===== config.mk =====
export PLATFORM = sky130hd
export DESIGN_NAME = block_to_floppy_command
export DESIGN_NICKNAME = d
export VERILOG_FILES = /design/src/rtl/b2fc_pkg.sv /design/src/rtl/b2fc_front.sv /design/src/rtl/b2fc_queue.sv /design/src/rtl/b2fc_back.sv /design/src/rtl/block_to_floppy_command.sv
export SDC_FILE = /design/constraint.sdc
export NUM_CORES = 1
export LEC_CHECK = 0
export ABC_CLOCK_PERIOD_IN_PS = 10900
export BUFFER_PORTS_ARGS = -buffer_cell sky130_fd_sc_hd__buf_4
export CORE_MARGIN = 3
export CORE_UTILIZATION = 37
export DETAILED_ROUTE_END_ITERATION = 6
export PLACE_DENSITY = 0.62
export SYNTH_ARGS = -nofsm -noshare
export SYNTH_HDL_FRONTEND = slang
export SYNTH_SLANG_ARGS = --single-unit

===== constraint.sdc =====
create_clock -name i_clk -period 10.9 [get_ports i_clk]
set_input_delay 2.18 -clock i_clk [delete_from_list [all_inputs] [get_ports i_clk]]
set_output_delay 2.18 -clock i_clk [all_outputs]
set_load 0.02 [all_outputs]

===== src/rtl/b2fc_pkg.sv =====
// Shared types and constants for the block-to-floppy-command converter.
// Used by every module under rtl; depends on nothing.
package b2fc_pkg;

    localparam int START_W    = 16;
    localparam int COUNT_W    = 25;
    localparam int DRIVE_W    = 2;
    localparam int BYTE_W     = 8;
    localparam int MEDIUM_W   = 16;
    localparam int CFG_IDX_W  = 2;
    localparam int CFG_DATA_W = 16;

    localparam int DEF_BLOCK_SHIFT = 9;
    localparam int DEF_QUEUE_DEPTH = 2;

    // Four quotient bits are resolved per divider cycle.
    localparam int DIV_BITS  = 4;
    localparam int CYL_STEPS = START_W / DIV_BITS;
    localparam int HEAD_STEPS = BYTE_W / DIV_BITS;

    localparam logic [CFG_IDX_W-1:0] CFG_SPC = 2'd0;
    localparam logic [CFG_IDX_W-1:0] CFG_SPT = 2'd1;
    localparam logic [CFG_IDX_W-1:0] CFG_SPM = 2'd2;
    localparam logic [CFG_IDX_W-1:0] CFG_GAP = 2'd3;

    localparam logic [BYTE_W-1:0]   RST_SPC = 8'd36;
    localparam logic [BYTE_W-1:0]   RST_SPT = 8'd18;
    localparam logic [MEDIUM_W-1:0] RST_SPM = 16'd2880;
    localparam logic [BYTE_W-1:0]   RST_GAP = 8'd27;

    localparam logic [BYTE_W-1:0] OPCODE_READ  = 8'hC6;
    localparam logic [BYTE_W-1:0] OPCODE_WRITE = 8'hC5;
    localparam logic [BYTE_W-1:0] SIZE_CODE    = 8'h02;
    localparam logic [BYTE_W-1:0] DATA_LENGTH  = 8'hFF;

    typedef struct packed {
        logic [BYTE_W-1:0]   spc;
        logic [BYTE_W-1:0]   spt;
        logic [MEDIUM_W-1:0] spm;
        logic [BYTE_W-1:0]   gap;
    } t_cfg;

    typedef struct packed {
        logic               err;
        logic               rd;
        logic [DRIVE_W-1:0] drv;
        logic [BYTE_W-1:0]  cyl;
        logic [BYTE_W-1:0]  head;
        logic [BYTE_W-1:0]  sec1;
    } t_cmd;

    typedef enum logic [1:0] {
        E_IDLE,
        E_CYL,
        E_HEAD,
        E_PUSH
    } t_eng_state;

    typedef enum logic [3:0] {
        SEL_OPCODE,
        SEL_HEAD_DRV,
        SEL_CYL,
        SEL_HEAD,
        SEL_SECTOR,
        SEL_SIZE,
        SEL_EOT,
        SEL_GAP,
        SEL_DTL
    } t_byte_sel;

endpackage


===== src/rtl/b2fc_front.sv =====
// Front end: input holding register, medium bound check and the iterative
// cylinder/head/sector divider. Depends on b2fc_pkg.
module b2fc_front #(
    parameter int BLOCK_SHIFT = b2fc_pkg::DEF_BLOCK_SHIFT
) (
    input  logic                           i_clk,
    input  logic                           i_rst_n,
    input  b2fc_pkg::t_cfg                 i_cfg,
    input  logic                           i_valid,
    output logic                           o_ready,
    input  logic [b2fc_pkg::START_W-1:0]   i_start_block,
    input  logic [b2fc_pkg::COUNT_W-1:0]   i_byte_count,
    input  logic                           i_is_read,
    input  logic [b2fc_pkg::DRIVE_W-1:0]   i_drive,
    output logic                           o_push,
    output b2fc_pkg::t_cmd                 o_entry,
    input  logic                           i_full
);
    import b2fc_pkg::*;

    localparam int BLK_W  = COUNT_W + 1 - BLOCK_SHIFT;
    localparam int SUM_W  = ((BLK_W > START_W) ? BLK_W : START_W) + 1;
    localparam int STEP_W = $clog2(CYL_STEPS);
    localparam logic [COUNT_W:0] ROUND = (COUNT_W + 1)'((1 << BLOCK_SHIFT) - 1);

    logic                r_hold_vld;
    logic [START_W-1:0]  r_hold_start;
    logic [COUNT_W-1:0]  r_hold_count;
    logic                r_hold_rd;
    logic [DRIVE_W-1:0]  r_hold_drv;

    t_eng_state          r_state, n_state;
    logic [BYTE_W-1:0]   r_rem, n_rem;
    logic [START_W-1:0]  r_quo, n_quo;
    logic [BYTE_W-1:0]   r_div, n_div;
    logic [STEP_W-1:0]   r_step, n_step;
    t_cmd                r_entry, n_entry;

    logic                take;
    logic [COUNT_W:0]    round_sum;
    logic [BLK_W-1:0]    blocks;
    logic [SUM_W-1:0]    end_block;
    logic                over;
    logic [BYTE_W-1:0]   spc_eff, spt_eff;
    logic [BYTE_W-1:0]   step_rem;
    logic [START_W-1:0]  step_quo;

    assign o_ready = !r_hold_vld || take;
    assign o_entry = r_entry;

    always_ff @(posedge i_clk) begin
        if (!i_rst_n) begin
            r_hold_vld <= 1'b0;
        end else if (i_valid && o_ready) begin
            r_hold_vld <= 1'b1;
        end else if (take) begin
            r_hold_vld <= 1'b0;
        end
    end

    always_ff @(posedge i_clk) begin
        if (i_valid && o_ready) begin
            r_hold_start <= i_start_block;
            r_hold_count <= i_byte_count;
            r_hold_rd    <= i_is_read;
            r_hold_drv   <= i_drive;
        end
    end

    assign round_sum = {1'b0, r_hold_count} + ROUND;
    assign blocks    = round_sum[COUNT_W:BLOCK_SHIFT];
    assign end_block = SUM_W'(r_hold_start) + SUM_W'(blocks);
    assign over      = end_block > SUM_W'(i_cfg.spm);
    assign spc_eff   = (i_cfg.spc == '0) ? BYTE_W'(1) : i_cfg.spc;
    assign spt_eff   = (i_cfg.spt == '0) ? BYTE_W'(1) : i_cfg.spt;

    // Restoring division, several quotient bits per cycle.
    always_comb begin
        logic [BYTE_W:0] trial;
        step_rem = r_rem;
        step_quo = r_quo;
        for (int i = 0; i < DIV_BITS; i++) begin
            trial    = {step_rem, step_quo[START_W-1]};
            step_quo = {step_quo[START_W-2:0], 1'b0};
            if (trial >= {1'b0, r_div}) begin
                step_rem    = BYTE_W'(trial - {1'b0, r_div});
                step_quo[0] = 1'b1;
            end else begin
                step_rem = trial[BYTE_W-1:0];
            end
        end
    end

    always_ff @(posedge i_clk) begin
        if (!i_rst_n) begin
            r_state <= E_IDLE;
        end else begin
            r_state <= n_state;
        end
    end

    always_ff @(posedge i_clk) begin
        r_rem   <= n_rem;
        r_quo   <= n_quo;
        r_div   <= n_div;
        r_step  <= n_step;
        r_entry <= n_entry;
    end

    always_comb begin
        n_state = r_state;
        n_rem   = r_rem;
        n_quo   = r_quo;
        n_div   = r_div;
        n_step  = r_step;
        n_entry = r_entry;
        take    = 1'b0;
        o_push  = 1'b0;
        unique case (r_state)
            E_IDLE: begin
                if (r_hold_vld) begin
                    take         = 1'b1;
                    n_entry.err  = over;
                    n_entry.rd   = r_hold_rd;
                    n_entry.drv  = r_hold_drv;
                    n_rem        = '0;
                    n_quo        = r_hold_start;
                    n_div        = spc_eff;
                    n_step       = '0;
                    n_state      = over ? E_PUSH : E_CYL;
                end
            end
            E_CYL: begin
                n_rem  = step_rem;
                n_quo  = step_quo;
                n_step = r_step + 1'b1;
                if (r_step == STEP_W'(CYL_STEPS - 1)) begin
                    n_entry.cyl = step_quo[BYTE_W-1:0];
                    n_rem       = '0;
                    n_quo       = {step_rem, {(START_W - BYTE_W){1'b0}}};
                    n_div       = spt_eff;
                    n_step      = '0;
                    n_state     = E_HEAD;
                end
            end
            E_HEAD: begin
                n_rem  = step_rem;
                n_quo  = step_quo;
                n_step = r_step + 1'b1;
                if (r_step == STEP_W'(HEAD_STEPS - 1)) begin
                    n_entry.head = step_quo[BYTE_W-1:0];
                    n_entry.sec1 = step_rem + 1'b1;
                    n_state      = E_PUSH;
                end
            end
            E_PUSH: begin
                if (!i_full) begin
                    o_push  = 1'b1;
                    n_state = E_IDLE;
                end
            end
        endcase
    end

endmodule


===== src/rtl/b2fc_queue.sv =====
// Short command queue between the front end and the byte sequencer.
// Depends on b2fc_pkg.
module b2fc_queue #(
    parameter int DEPTH = b2fc_pkg::DEF_QUEUE_DEPTH
) (
    input  logic            i_clk,
    input  logic            i_rst_n,
    input  logic            i_push,
    input  b2fc_pkg::t_cmd  i_entry,
    output logic            o_full,
    output logic            o_nonempty,
    input  logic            i_pop,
    output b2fc_pkg::t_cmd  o_entry
);
    import b2fc_pkg::*;

    localparam int PTR_W = (DEPTH > 1) ? $clog2(DEPTH) : 1;
    localparam int CNT_W = $clog2(DEPTH + 1);

    t_cmd             r_mem [DEPTH];
    logic [PTR_W-1:0] r_wr_ptr, r_rd_ptr;
    logic [CNT_W-1:0] r_count;

    function automatic logic [PTR_W-1:0] ptr_inc(input logic [PTR_W-1:0] p);
        return (p == PTR_W'(DEPTH - 1)) ? '0 : p + 1'b1;
    endfunction

    assign o_full     = r_count == CNT_W'(DEPTH);
    assign o_nonempty = r_count != '0;
    assign o_entry    = r_mem[r_rd_ptr];

    always_ff @(posedge i_clk) begin
        if (!i_rst_n) begin
            r_wr_ptr <= '0;
            r_rd_ptr <= '0;
            r_count  <= '0;
        end else begin
            if (i_push) begin
                r_wr_ptr <= ptr_inc(r_wr_ptr);
            end
            if (i_pop) begin
                r_rd_ptr <= ptr_inc(r_rd_ptr);
            end
            if (i_push && !i_pop) begin
                r_count <= r_count + 1'b1;
            end else if (i_pop && !i_push) begin
                r_count <= r_count - 1'b1;
            end
        end
    end

    always_ff @(posedge i_clk) begin
        if (i_push) begin
            r_mem[r_wr_ptr] <= i_entry;
        end
    end

endmodule


===== src/rtl/b2fc_back.sv =====
// Back end: steps through the nine command bytes of each queued entry, or
// gives the single error beat. Depends on b2fc_pkg.
module b2fc_back (
    input  logic                         i_clk,
    input  logic                         i_rst_n,
    input  b2fc_pkg::t_cfg               i_cfg,
    input  logic                         i_q_nonempty,
    output logic                         o_pop,
    input  b2fc_pkg::t_cmd               i_entry,
    output logic                         o_valid,
    input  logic                         i_ready,
    output logic [b2fc_pkg::BYTE_W-1:0]  o_command_byte,
    output logic                         o_error,
    output logic                         o_last
);
    import b2fc_pkg::*;

    logic      r_cur_vld;
    t_cmd      r_cur;
    t_byte_sel r_sel;
    logic      beat, done;

    assign o_valid = r_cur_vld;
    assign o_error = r_cur.err;
    assign o_last  = r_cur.err || (r_sel == SEL_DTL);
    assign beat    = r_cur_vld && i_ready;
    assign done    = beat && o_last;
    assign o_pop   = (!r_cur_vld || done) && i_q_nonempty;

    always_ff @(posedge i_clk) begin
        if (!i_rst_n) begin
            r_cur_vld <= 1'b0;
            r_sel     <= SEL_OPCODE;
        end else if (o_pop) begin
            r_cur_vld <= 1'b1;
            r_sel     <= SEL_OPCODE;
        end else if (done) begin
            r_cur_vld <= 1'b0;
        end else if (beat) begin
            r_sel <= t_byte_sel'(r_sel + 4'd1);
        end
    end

    always_ff @(posedge i_clk) begin
        if (o_pop) begin
            r_cur <= i_entry;
        end
    end

    always_comb begin
        o_command_byte = '0;
        if (!r_cur.err) begin
            unique case (r_sel)
                SEL_OPCODE:   o_command_byte = r_cur.rd ? OPCODE_READ : OPCODE_WRITE;
                SEL_HEAD_DRV: o_command_byte = {r_cur.head[BYTE_W-DRIVE_W-1:0], r_cur.drv};
                SEL_CYL:      o_command_byte = r_cur.cyl;
                SEL_HEAD:     o_command_byte = r_cur.head;
                SEL_SECTOR:   o_command_byte = r_cur.sec1;
                SEL_SIZE:     o_command_byte = SIZE_CODE;
                SEL_EOT:      o_command_byte = i_cfg.spt;
                SEL_GAP:      o_command_byte = i_cfg.gap;
                SEL_DTL:      o_command_byte = DATA_LENGTH;
                default:      o_command_byte = '0;
            endcase
        end
    end

endmodule


===== src/rtl/block_to_floppy_command.sv =====
// Block request to floppy read/write command converter, top level.
// An accepted request waits in the front end's holding register, which takes the next request
// while the divider (four quotient bits a cycle) works; results pass the command queue to the
// byte sequencer, which offers the command bytes and sets the throughput. An out-of-range
// request skips the divider and gives a single error beat. Synchronous active-low reset
// restores the geometry registers and empties every stage.
module block_to_floppy_command #(
    parameter int BLOCK_SHIFT = b2fc_pkg::DEF_BLOCK_SHIFT,
    parameter int QUEUE_DEPTH = b2fc_pkg::DEF_QUEUE_DEPTH
) (
    input  logic                              i_clk,
    input  logic                              i_rst_n,
    input  logic                              i_cfg_we,
    input  logic [b2fc_pkg::CFG_IDX_W-1:0]    i_cfg_idx,
    input  logic [b2fc_pkg::CFG_DATA_W-1:0]   i_cfg_data,
    input  logic                              i_valid,
    output logic                              o_ready,
    input  logic [b2fc_pkg::START_W-1:0]      i_start_block,
    input  logic [b2fc_pkg::COUNT_W-1:0]      i_byte_count,
    input  logic                              i_is_read,
    input  logic [b2fc_pkg::DRIVE_W-1:0]      i_drive,
    output logic                              o_valid,
    input  logic                              i_ready,
    output logic [b2fc_pkg::BYTE_W-1:0]       o_command_byte,
    output logic                              o_error,
    output logic                              o_last
);
    import b2fc_pkg::*;

    t_cfg r_cfg;
    logic push, full, q_nonempty, pop;
    t_cmd front_entry, queue_entry;

    always_ff @(posedge i_clk) begin
        if (!i_rst_n) begin
            r_cfg.spc <= RST_SPC;
            r_cfg.spt <= RST_SPT;
            r_cfg.spm <= RST_SPM;
            r_cfg.gap <= RST_GAP;
        end else if (i_cfg_we) begin
            unique case (i_cfg_idx)
                CFG_SPC: r_cfg.spc <= i_cfg_data[BYTE_W-1:0];
                CFG_SPT: r_cfg.spt <= i_cfg_data[BYTE_W-1:0];
                CFG_SPM: r_cfg.spm <= i_cfg_data[MEDIUM_W-1:0];
                CFG_GAP: r_cfg.gap <= i_cfg_data[BYTE_W-1:0];
            endcase
        end
    end

    b2fc_front #(
        .BLOCK_SHIFT (BLOCK_SHIFT)
    ) u_front (
        .i_clk         (i_clk),
        .i_rst_n       (i_rst_n),
        .i_cfg         (r_cfg),
        .i_valid       (i_valid),
        .o_ready       (o_ready),
        .i_start_block (i_start_block),
        .i_byte_count  (i_byte_count),
        .i_is_read     (i_is_read),
        .i_drive       (i_drive),
        .o_push        (push),
        .o_entry       (front_entry),
        .i_full        (full)
    );

    b2fc_queue #(
        .DEPTH (QUEUE_DEPTH)
    ) u_queue (
        .i_clk      (i_clk),
        .i_rst_n    (i_rst_n),
        .i_push     (push),
        .i_entry    (front_entry),
        .o_full     (full),
        .o_nonempty (q_nonempty),
        .i_pop      (pop),
        .o_entry    (queue_entry)
    );

    b2fc_back u_back (
        .i_clk          (i_clk),
        .i_rst_n        (i_rst_n),
        .i_cfg          (r_cfg),
        .i_q_nonempty   (q_nonempty),
        .o_pop          (pop),
        .i_entry        (queue_entry),
        .o_valid        (o_valid),
        .i_ready        (i_ready),
        .o_command_byte (o_command_byte),
        .o_error        (o_error),
        .o_last         (o_last)
    );

endmodule


Yosys cells after proc, flatten, opt, wreduce, memory -nomap -nowiden:

Memories as Yosys holds them, arrays and structs flattened. A register that Yosys moved wholly into a read port is not among the register bits.
Index checks and enable logic that the tools add are counted.
W data, S select, Z words.

* register bits after elaboration: 158
* memory bits (writable): 56
* input bits: 67
* output and inout port bits: 12
* word-level logic and storage cells: 148
* memories: 1

* add/subtract/negate cells: 13
* $lt $le $gt $ge: 5
* eq/ne operators: 21
* muxes and demuxes: 45
* bitwise operators: 2
* reduce and logical (&&, ||, !) cells: 36

Memory list
* u_queue.r_mem: depth 2, bits a word 28, rd ports 1, clocked after memory_dff 1, wr ports 1, RTL line b2fc_queue.sv:20 `t_cmd r_mem [DEPTH];`

Operator list (number)
* $mux W8: 11
* $pmux W8 S9: 1
* $pmux W16 S3: 1
* $ge A9 B8 Y1: 4
* $mux W16: 2
* $sub A8 B8 Y8: 4
* $add A25 B9 Y26 const B: 1
* $pmux W8 S3: 1
* $mux W2: 10
* $add A16 B17 Y18: 1
* $gt A18 B16 Y1: 1
* $reduce_and A2 Y1: 9
* $eq A4 B3 Y1 const B: 4
* $logic_not A8 Y1: 2
* $mux W1: 16
* $pmux W8 S2: 1
* $eq A2 B2 Y1 const B: 6
* $reduce_bool A2 Y1: 5
* $add A8 B1 Y8 const B: 1
* $eq A4 B2 Y1 const B: 2
* $pmux W2 S4: 1
* $eq A2 B1 Y1 const B: 3
* $logic_and A1 B1 Y1: 6
* $ne A2 B1 Y1 const B: 3
* other kinds (17): 26

Logic depth before layout (Yosys ltp):

Gate-level depths: netlist (run 1).

* depth in word-level cells: 10
* gate-level depth with buffers: 42
* mapped depth without buffers: 39

Hierarchy:

Synthesis (run 1) repeated with hierarchy kept, for this count alone.

* cell total of the unflattened synthesis: 1064
* area, all modules: 12637.1 um^2

By module, submodules not included
* b2fc_front: instances 1, cells each 659, area each 7156.9 um^2, sequential area each 3243.1 um^2
* b2fc_queue: instances 1, cells each 109, area each 2245.9 um^2, sequential area each 1781.7 um^2
* b2fc_back: instances 1, cells each 134, area each 1650.3 um^2, sequential area each 940.9 um^2
* block_to_floppy_command: instances 1, cells each 162, area each 1584.0 um^2, sequential area each 800.8 um^2

Worst setup path before layout (run 1):

No wires, ideal clock.

* kind: reg2reg
* start point: reg u_front.r_div[2]
* end point: reg u_front.r_entry, in the netlist u_front.o_entry[4], data pin
* library setup time: 264 ps
* arrival time: 7961 ps
* required time: 10636 ps
* slack: 2675 ps
* stages on the path, launching flop included: 40
* buffers on the path: 5
* period minus slack after synthesis: 8225 ps
* cell sequence: edfxtp_1 -> inv_1 -> ha_1 -> buf_6 -> a21oi_2 -> o21ai_1 -> a221oi_2 -> buf_4 -> mux2_2 -> ha_1 -> and4_4 -> a221oi_2 -> nor4b_2 -> o22a_1 -> buf_6 -> mux2i_1 -> ha_1 -> nor2b_1 -> [4 not listed] -> buf_6 -> nor2_1 -> a21oi_1 -> inv_1 -> ha_1 -> nor2b_1 -> o21a_1 -> o21ai_0 -> a21oi_1 -> o221ai_1 -> o211ai_1 -> a211oi_2 -> buf_6 -> mux2_2 -> inv_1 -> ha_1 -> nor3b_1 -> xnor2_1

* word-level cells in the longest chain between the ends: 9
* elaborated cells on any way between the ends: 13
* classes of those cells: add/sub (5); order compare (4); mux (4)

RTL lines
* from (decl): RTL line b2fc_front.sv:35 `logic [BYTE_W-1:0] r_div, n_div;`
* from (signal assigned): RTL line b2fc_front.sv:105 `r_div <= n_div;`
* $sub A8 B8 Y8 / $ge A9 B8 Y1 (equally long branches): RTL line b2fc_front.sv:86, b2fc_front.sv:85
* $mux W8: RTL line b2fc_front.sv:85 `if (trial >= {1'b0, r_div}) begin`
* $sub A8 B8 Y8 / $ge A9 B8 Y1 (equally long branches): RTL line b2fc_front.sv:86, b2fc_front.sv:85
* $mux W8: RTL line b2fc_front.sv:85
* $sub A8 B8 Y8 / $ge A9 B8 Y1 (equally long branches): RTL line b2fc_front.sv:86, b2fc_front.sv:85
* $mux W8: RTL line b2fc_front.sv:85
* $ge A9 B8 Y1 / $sub A8 B8 Y8 (equally long branches): RTL line b2fc_front.sv:85, b2fc_front.sv:86
* $mux W8 *: RTL line b2fc_front.sv:85
* $add A8 B1 Y8 *: RTL line b2fc_front.sv:152 `n_entry.sec1 = step_rem + 1'b1;`
* to (signal assigned): RTL line b2fc_front.sv:107 `r_entry <= n_entry;`
* to (decl): RTL line b2fc_front.sv:37 `t_cmd r_entry, n_entry;`

Every way passes the cells marked *; elsewhere a longest branch is shown, timed or not.
A chain may end at the register's enable or synchronous reset.

Worst setup path in the final report (run 1):

Ends and elaborated chain as after synthesis.

==> metrics.csv, run 1 <==
stage,metric,value,unit
timing,rsz0062_at_grt,false,
yosys,yosysMostFrequentCell,edfxtp_1,
timing,fin_crit_sh,91.4,%
critical_path,crit_type,register to register,
yosys,synth_cells,1108,
placed_design,io_buffers,78,
clock_tree,clock_sinks,242,
die,start_util,37.6,%
yosys,ys_ff_latch,242,
clock_tree,cts.repair.resized,0,
clock_tree,root_buffer,clkbuf_16,
timing,final_hold_viol_count,0,
critical_path,cpPeakStageDelay,0.88,ns
global_route,overflow,0,
timing,drv_slew,0,
yosys,synth_top_area_share,45.1,%
yosys,synth.distinct_cells,82,
critical_path,start_kind,register,
timing,fin_setup_tns,0,ns
detailed_routing,dr.pass1.iters,6,
yosys,yosys_warnings,0,
yosys,synthFlopType,edfxtp_1,
clock_tree,htreeDepth,1,
detailed_routing,ant_nets,0,
die,die_y,191,um
critical_path,crit_fanout,13,
global_route,grt_pass1_vias,8453,
critical_path,critPathRequiredTime,11.17,ns
yosys,seq_area_frac_synth,53.3,%
die,rows,67,
detailed_routing,wl_per_cell,17.8,um
timing,clock.fmax,100,MHz
clock_tree,path_clk_slew,0.06,ns
yosys,synth_largest_area_cell,edfxtp_1,
global_route,gr-usage-all-layers,16.1,%
clock_tree,clk_latency,0.55,ns
critical_path,cp-end-kind,register,
layout,antenna_cells,0,
placed_design,gp_congestion,0.893,
detailed_routing,drc,0,
die,fp.dieW,191,um
yosys,async_flop_share,0,%
detailed_routing,vias,8492,
timing,finalSetupViolCount,0,
layout,drive_gt1_share,17.2,%
global_route,grt_pass1_wl,46600,um
timing,fin_worst_skew,0.0159,ns
timing,relSlewSlack,19.4,%
hold_path,min_path_type,register to register,
yosys,synth_edf_count,190,
critical_path,cp_common_cell,ha_1,
critical_path,slowest_stage,a221oi_2,
die,boundaryPins,79,
clock_tree,cts_tree,done,
detailed_routing,drt_iter0_drc,529,
global_route,grt_max_degree,52,
clock_tree,numCtsBuffers,25,
critical_path,crit_arrival,10.24,ns
layout,final_nets,1330,
yosys,ys_top_cells_by_area,"edfxtp_1 45%, dfxtp_1 8.2%, ha_1 7.5%, mux2_2 4.0%, nand2_1 3.0%",
yosys,netlist_area,0.0126,mm2
die,core,0.0336,mm2
yosys,avgSynthCellArea,11.4,um2
run,cap_violations,0,
yosys,syn_nets,1256,
timing,worst_slew_pin_slew,1.20,ns
placed_design,place.detailed.hpwl,21600,um
detailed_routing,viasPerCell,5.15,
layout,nFillCells,3167,
detailed_routing,wirelength,29400,um
global_route,antenna_found_initial,0,
clock_tree,cts_hold_buf,0,
yosys,synth_top_cells_by_count,"190 x edfxtp_1, 102 x nand2_1, 90 x nor2_1, 79 x inv_1, 76 x ha_1",
layout,area.growth.synth_to_final,14.7,%
timing,finalCriticalPeriod,9.96,ns
status,outcome,completed,
die,die_area,0.0364,mm2
clock_tree,post_cts_buffers,0,
clock_tree,clk_path_buf_depth,3,
[layer usage]
layer | up-vias | part of all wire, % | GRT usage (%)
met1 | 4036 | 45 | 21.7
met2 | 203 | 47 | 26.8
met4 | 0 | 2.8 | 4.60
met3 | 51 | 4.8 | 2.61
met5 | - | 0 | 0
li1 | 4202 | - | -
[path summary, 6_finish.rpt]
check	start	to	slack, ns	cells past startpoint
setup / recovery	u_front.r_div[2]	u_front.o_entry[4]	0.94	36
hold / removal	u_front.r_hold_rd	u_front.o_entry[26]	0.43	0
setup reg to reg	u_front.r_div[2]	u_front.o_entry[4]	0.94	36
hold reg to reg	u_front.r_hold_rd	u_front.o_entry[26]	0.43	0
[cell families (layout without fill, tap and decap cells)]
family / Yosys count / in the layout / share of synthesized area, %
AOI/OAI and AO/OA: 228 / 228 / 12.8
xor gates and xnor gates: 49 / 49 / 3.39
adders and majority gates: 81 / 81 / 8.31
buffers and inverters: 119 / 212 / 3.80
DFF: 242 / 242 / 53.3
muxes: 69 / 69 / 6.08
and+or+nand+nor: 320 / 320 / 12.3
[registers in the layout, summed over array words and instances, names as in the netlist, 4 cells and up]
| signal | count |
|---|---|
| u_back.r_cur | 27 |
| u_back.r_sel | 4 |
| u_front.r_div | 8 |
| r_cfg | 40 |
| u_front.r_hold_count | 25 |
| u_front.r_rem | 8 |
| u_queue.r_mem | 56 |
| u_front.r_quo | 16 |
| u_front.o_entry | 28 |
| u_front.r_hold_start | 16 |
[area by class of cell]
| type | instances | area (um2) | area share, % |
|---|---|---|---|
| Clock buffer | 30 | 671 | 4.62 |
| Timing Repair Buffer | 83 | 623 | 4.30 |
| Tap cell | 448 | 561 | 3.86 |
| Inverter | 83 | 312 | 2.15 |
| Multi-Input combinational cell | 747 | 5440 | 37.5 |
| Sequential cell | 242 | 6750 | 46.5 |
| Clock inverter | 16 | 155 | 1.07 |
[cells in the final DEF, fill, tap and decap left out, types with 9 or more instances in the layout]
master     instances
a21boi_0          27
o21a_1            11
buf_4             83
dfxtp_1           52
mux2_2            45
a21oi_1           52
nor2b_1           20
edfxtp_1         190
xnor2_1           37
nor3_1            12
xor2_1            12
nand2_1          102
mux2i_1           19
and2_1             9
nand3_1           23
o21ai_0           36
nor2_1            89
a21o_1            14
inv_1             79
ha_1              76
nand4_1           15
clkbuf_16         26
[critical path, delay by kind of cell (launching register included)]
kind / cells / cell delay, ns
DFF: 1 / 0.36
buffers and inverters: 5 / 0.72
adders and majority gates: 5 / 1.55
xor gates and xnor gates: 1 / 0.09
muxes: 3 / 1.13
AOI/OAI and AO/OA: 16 / 4.68
and+or+nand+nor: 6 / 1.15
[through the flow]
step | instances | worst slack (ns) | util [%] | hold slack, ns | cell area [um2]
6_report | 1649 | 0.936 | 43.1 | 0.425 | 14500
3_3_place_gp | 1603 | 1.36 | 40.7 | 0.420 | 13700
5_1_grt | 1649 | 0.196 | 43.1 | 0.450 | 14500
3_5_place_dp | 1603 | 1.10 | 40.7 | 0.412 | 13700
2_1_floorplan | 1108 | 2.68 | - | 0.400 | 12600
4_1_cts | 1649 | 1.08 | 43.1 | 0.428 | 14500
Power of run 1 is left out: the tool's default activity adds up to more than one toggle a clock period on the data nets, which glitch-free logic cannot reach.
==> run 2, diff against run 1 <==
--- a/config.mk
+++ b/config.mk
@@ -8,9 +8,10 @@
 export ABC_CLOCK_PERIOD_IN_PS = 10900
 export BUFFER_PORTS_ARGS = -buffer_cell sky130_fd_sc_hd__buf_4
 export CORE_MARGIN = 3
-export CORE_UTILIZATION = 37
+export CORE_UTILIZATION = 63
+export CTS_BUF_LIST = sky130_fd_sc_hd__clkbuf_4 sky130_fd_sc_hd__clkbuf_8
 export DETAILED_ROUTE_END_ITERATION = 6
-export PLACE_DENSITY = 0.62
+export PLACE_DENSITY_LB_ADDON = 0.05
 export SYNTH_ARGS = -nofsm -noshare
 export SYNTH_HDL_FRONTEND = slang
 export SYNTH_SLANG_ARGS = --single-unit
==> metrics.csv, run 2 (same netlist as run 1, synthesis figures left out) <==
stage,metric,value,unit,change
layout,largest_reg_flops,56,,unchanged
detailed_routing,dr.pass1.iters,5,,-1
clock_tree,cts_hold_buf,0,,unchanged
hold_path,min_path_type,register to register,,
layout,final_nets,1347,,+1.3%
global_route,met2_usage,41.1,%,+14 points
global_route,grt_use_met3,4.69,%,+2.1 points
critical_path,cpPeakStageDelay,0.60,ns,-0.28 ns
timing,whs,0.414,ns,-0.0111 ns
timing,final_hold_viol_count,0,,unchanged
critical_path,r2r_slack,1.31,ns,+0.37 ns
die,core,0.0196,mm2,-42%
layout,final_common_cell,edfxtp_1,,
global_route,overflow,0,,unchanged
global_route,grt_max_degree,52,,unchanged
critical_path,crit_type,register to register,,
layout,seq_area,0.00675,mm2,unchanged
clock_tree,cts_tree,done,,
layout,mostFrequentLayoutCells,"190 x edfxtp_1, 102 x nand2_1, 89 x nor2_1, 85 x buf_4, 79 x inv_1",,
die,die_y,148,um,-23%
timing,fin_setup_tns,0,ns,unchanged
critical_path,start_kind,register,,
placed_design,io_buffers,78,,unchanged
placed_design,dp_slack,1.57,ns,+0.468 ns
clock_tree,numCtsBuffers,40,,+60%
placed_design,place.detailed.hpwl,20000,um,-7.8%
global_route,antenna_found_initial,0,,unchanged
critical_path,crit_arrival,9.87,ns,-0.37 ns
timing,finalSetupViolCount,0,,unchanged
timing,worst_slew_pin_slew,1.07,ns,-0.133 ns
critical_path,critPathRequiredTime,11.18,ns,about the same
run,cap_violations,0,,unchanged
layout,regMostFlops,u_queue.r_mem,,
clock_tree,htreeDepth,2,,+1
layout,drive_gt1_share,18.7,%,+1.6 points
detailed_routing,wirelength,27500,um,-6.5%
clock_tree,path_clk_slew,0.06,ns,about the same
timing,clock.fmax,104,MHz,+3.9%
critical_path,cp-end-kind,register,,
clock_tree,post_cts_buffers,0,,unchanged
timing,drv_slew,0,,unchanged
detailed_routing,viasPerCell,5.75,,+12%
layout,area.growth.synth_to_final,12.7,%,
layout,multi_input_area,0.00544,mm2,unchanged
die,fp.dieW,148,um,-23%
die,boundaryPins,79,,unchanged
global_route,grt_util_met1,35.4,%,+14 points
global_route,grt_pass1_vias,8399,,-0.64%
die,start_util,64.6,%,+27 points
global_route,grt.busiest_layer,met2,,
layout,antenna_cells,0,,unchanged
critical_path,cp_common_cell,ha_1,,
die,rows,51,,-24%
status,outcome,completed,,
clock_tree,clk_path_buf_depth,3,,unchanged
detailed_routing,drc,0,,unchanged
global_route,grt_pass1_wl,44400,um,-4.6%
clock_tree,cts.repair.resized,0,,unchanged
die,die_area,0.0218,mm2,-40%
global_route,gr-usage-all-layers,25.8,%,+9.7 points
placed_design,gp_congestion,0.930,,+4.2%
critical_path,slowest_stage,a221oi_4,,
timing,fin_crit_sh,88.0,%,-3.4 points
timing,fin_worst_skew,0.0346,ns,+0.0187 ns
timing,finalCriticalPeriod,9.59,ns,-0.375 ns
detailed_routing,vias,8582,,+1.1%
clock_tree,clk_latency,0.56,ns,about the same
layout,nFillCells,1426,,-55%
clock_tree,clock_sinks,242,,unchanged
timing,relSlewSlack,28.6,%,+9.2 points
detailed_routing,wl_per_cell,18.4,um,+3.4%
detailed_routing,drt_iter0_drc,664,,+26%
timing,rsz0062_at_grt,false,,
detailed_routing,ant_nets,0,,unchanged
clock_tree,root_buffer,clkbuf_8,,
critical_path,crit_fanout,13,,unchanged
timing,finalWorstSetupSlack,1.31,ns,+0.375 ns
## run 2: final cells by class
class | instances | area share, %
multi-input combinational | 747 | 38.2
timing repair buffer | 85 | 4.48
tap | 265 | 2.33
sequential | 242 | 47.3
clock inverter | 15 | 0.694
inverter | 83 | 2.19
clock buffer | 55 | 4.83
## run 2: metrics by stage
stage               instance area (um2)  instances  util [%]
global route                      14300       1492      72.8
floorplan                         12600       1108         -
CTS                               14300       1492      72.8
detailed placement                13500       1422      68.7
global placement                  13500       1422      68.7
finish                            14300       1492      72.8
## run 2: path summary, 6_finish.rpt
kind / endpoint / cells after the start / from
max: u_front.o_entry[4] / 38 / u_front.r_div[6]
max reg2reg: u_front.o_entry[4] / 38 / u_front.r_div[6]
min reg2reg: u_front.o_entry[24] / 0 / u_front.r_hold_drv[0]
min: u_front.o_entry[24] / 0 / u_front.r_hold_drv[0]
## run 2: per-layer routing
| layer | wire length, um | up-vias |
|---|---|---|
| li1 | - | 4235 |
| met1 | 12400 | 4044 |
| met2 | 12700 | 238 |
| met3 | 1440 | 65 |
| met4 | 1000 | 0 |
| met5 | 0 | - |
## run 2: critical path, delay by kind of cell (launching register included)
kind,cells,cell delay (ns)
compound gates,17,4.11
xor+xnor,1,0.09
fa+ha+maj,5,1.54
buf+inv,7,1.14
flops,1,0.37
mux,3,1.05
simple gates,5,1.00
Power of run 2 is left out for the same reason.
==> run 3, diff against run 2 <==
--- a/config.mk
+++ b/config.mk
@@ -11,7 +11,7 @@
 export CORE_UTILIZATION = 63
 export CTS_BUF_LIST = sky130_fd_sc_hd__clkbuf_4 sky130_fd_sc_hd__clkbuf_8
 export DETAILED_ROUTE_END_ITERATION = 6
-export PLACE_DENSITY_LB_ADDON = 0.05
+export PLACE_DENSITY = 0.83
 export SYNTH_ARGS = -nofsm -noshare
 export SYNTH_HDL_FRONTEND = slang
 export SYNTH_SLANG_ARGS = --single-unit
==> metrics.csv, run 3 (same netlist as run 1, synthesis figures left out) <==
stage,metric,value,unit,change
status,outcome,completed,,
global_route,grt_pass1_vias,8562,,+1.9%
die,start_util,64.6,%,unchanged
timing,worst_slew_pin_slew,1.24,ns,+0.170 ns
detailed_routing,wl_per_cell,18.6,um,+0.92%
timing,drv_slew,0,,unchanged
timing,finalCriticalPeriod,9.53,ns,-0.0542 ns
layout,fin_area,0.0143,mm2,about the same
layout,regMostFlops,u_queue.r_mem,,
run,cap_violations,0,,unchanged
placed_design,place_area,0.0135,mm2,about the same
global_route,overflow,0,,unchanged
critical_path,crit_arrival,9.81,ns,-0.06 ns
clock_tree,htreeDepth,2,,unchanged
global_route,grt_max_degree,52,,unchanged
placed_design,dp_cells,1422,,unchanged
die,boundaryPins,79,,unchanged
layout,mostFrequentLayoutCells,"190 x edfxtp_1, 102 x nand2_1, 89 x nor2_1, 85 x buf_4, 79 x inv_1",,
detailed_routing,viasPerCell,5.85,,+1.6%
clock_tree,cts_hold_buf,0,,unchanged
critical_path,critPathRequiredTime,11.18,ns,about the same
critical_path,slowest_stage,a221oi_4,,
timing,finalSetupViolCount,0,,unchanged
layout,final_common_cell,edfxtp_1,,
clock_tree,root_buffer,clkbuf_8,,
critical_path,crit_fanout,13,,unchanged
global_route,antenna_found_initial,0,,unchanged
layout,drive_gt1_share,18.5,%,-0.27 points
timing,clock.fmax,105,MHz,+0.57%
clock_tree,post_cts_buffers,0,,unchanged
critical_path,crit_type,register to register,,
clock_tree,clock_sinks,242,,unchanged
timing,fin_setup_tns,0,ns,unchanged
clock_tree,clk_path_buf_depth,3,,unchanged
detailed_routing,drt_iter0_drc,572,,-14%
timing,relSlewSlack,16.9,%,-12 points
global_route,gr-usage-all-layers,25.7,%,-0.038 points
layout,area.growth.synth_to_final,12.8,%,about the same
clock_tree,clk_latency,0.53,ns,-0.03 ns
global_route,grt_pass1_wl,44600,um,+0.44%
timing,rsz0062_at_grt,false,,
timing,whs,0.413,ns,-0.000879 ns
detailed_routing,wirelength,27800,um,+1.1%
detailed_routing,dr.pass1.iters,5,,unchanged
layout,antenna_cells,0,,unchanged
timing,final_hold_viol_count,0,,unchanged
layout,largest_reg_flops,56,,unchanged
layout,final_nets,1347,,unchanged
critical_path,cpPeakStageDelay,0.59,ns,about the same
die,rows,51,,unchanged
die,die_y,148,um,unchanged
hold_path,min_path_type,register to register,,
layout,final_cells,1494,,+0.13%
placed_design,io_buffers,78,,unchanged
timing,fin_crit_sh,87.5,%,-0.50 points
detailed_routing,ant_nets,0,,unchanged
critical_path,start_kind,register,,
timing,fin_worst_skew,0.0232,ns,-0.0114 ns
clock_tree,cts.repair.resized,0,,unchanged
placed_design,place.detailed.hpwl,20500,um,+2.7%
clock_tree,path_clk_slew,0.06,ns,about the same
clock_tree,numCtsBuffers,40,,unchanged
placed_design,gp_congestion,0.902,,-3.1%
detailed_routing,vias,8735,,+1.8%
die,core,0.0196,mm2,unchanged
critical_path,cp_common_cell,ha_1,,
die,die_area,0.0218,mm2,unchanged
clock_tree,cts_tree,done,,
die,fp.dieW,148,um,unchanged
critical_path,cp-end-kind,register,,
detailed_routing,drc,0,,unchanged
## run 3: cell count changes in the layout (fill, tap and decap cells not counted), sizes merged
cell | previous run | this run
inv | 85 | 84
clkbuf | 55 | 52
clkinv | 11 | 15
bufinv | 0 | 2
## run 3: routing by layer
metal / part of all wire, % / global-route usage, % / wire (um)
met1: 44 / 35.0 / 12200
met4: 3.0 / 8.62 / 833
met5: 0 / 0 / 0
met2: 48 / 42.9 / 13400
met3: 5.1 / 3.77 / 1410
## run 3: metrics by stage
| step | utilization (%) | setup slack [ns] |
|---|---|---|
| after global placement | 68.7 | 1.65 |
| after global routing | 72.8 | 0.614 |
| after detailed placement | 68.7 | 1.38 |
| final | 72.8 | 1.37 |
| after CTS | 72.8 | 1.36 |
| after floorplan | - | 2.68 |
## run 3: path summary, 6_finish.rpt
path | startpoint | to | slack (ns) | depth (start not counted)
worst max register to register | u_front.r_div[6] | u_front.o_entry[4] | 1.37 | 38
worst max-delay path | u_front.r_div[6] | u_front.o_entry[4] | 1.37 | 38
worst min-delay path | u_front.r_hold_drv[0] | u_front.o_entry[24] | 0.41 | 0
worst min register to register | u_front.r_hold_drv[0] | u_front.o_entry[24] | 0.41 | 0
## run 3: worst max-delay path, delay by kind of cell (launching register included)
family	cells	cell delay, ns
muxes	3	1.02
buffers and inverters	7	1.09
adders and majority gates	5	1.54
AOI/OAI and AO/OA	17	4.10
and+or+nand+nor	5	1.05
DFF	1	0.38
xor gates and xnor gates	1	0.10
## run 3: layout make-up
type,instances,area (um2)
flip-flops and latches,242,6750
clock buffers,52,653
fillers,1381,5320
well taps,265,332
multi-input cells,747,5430
inverters,83,312
clock inverters,20,153
repair buffers,85,638
Power of run 3 is left out for the same reason.
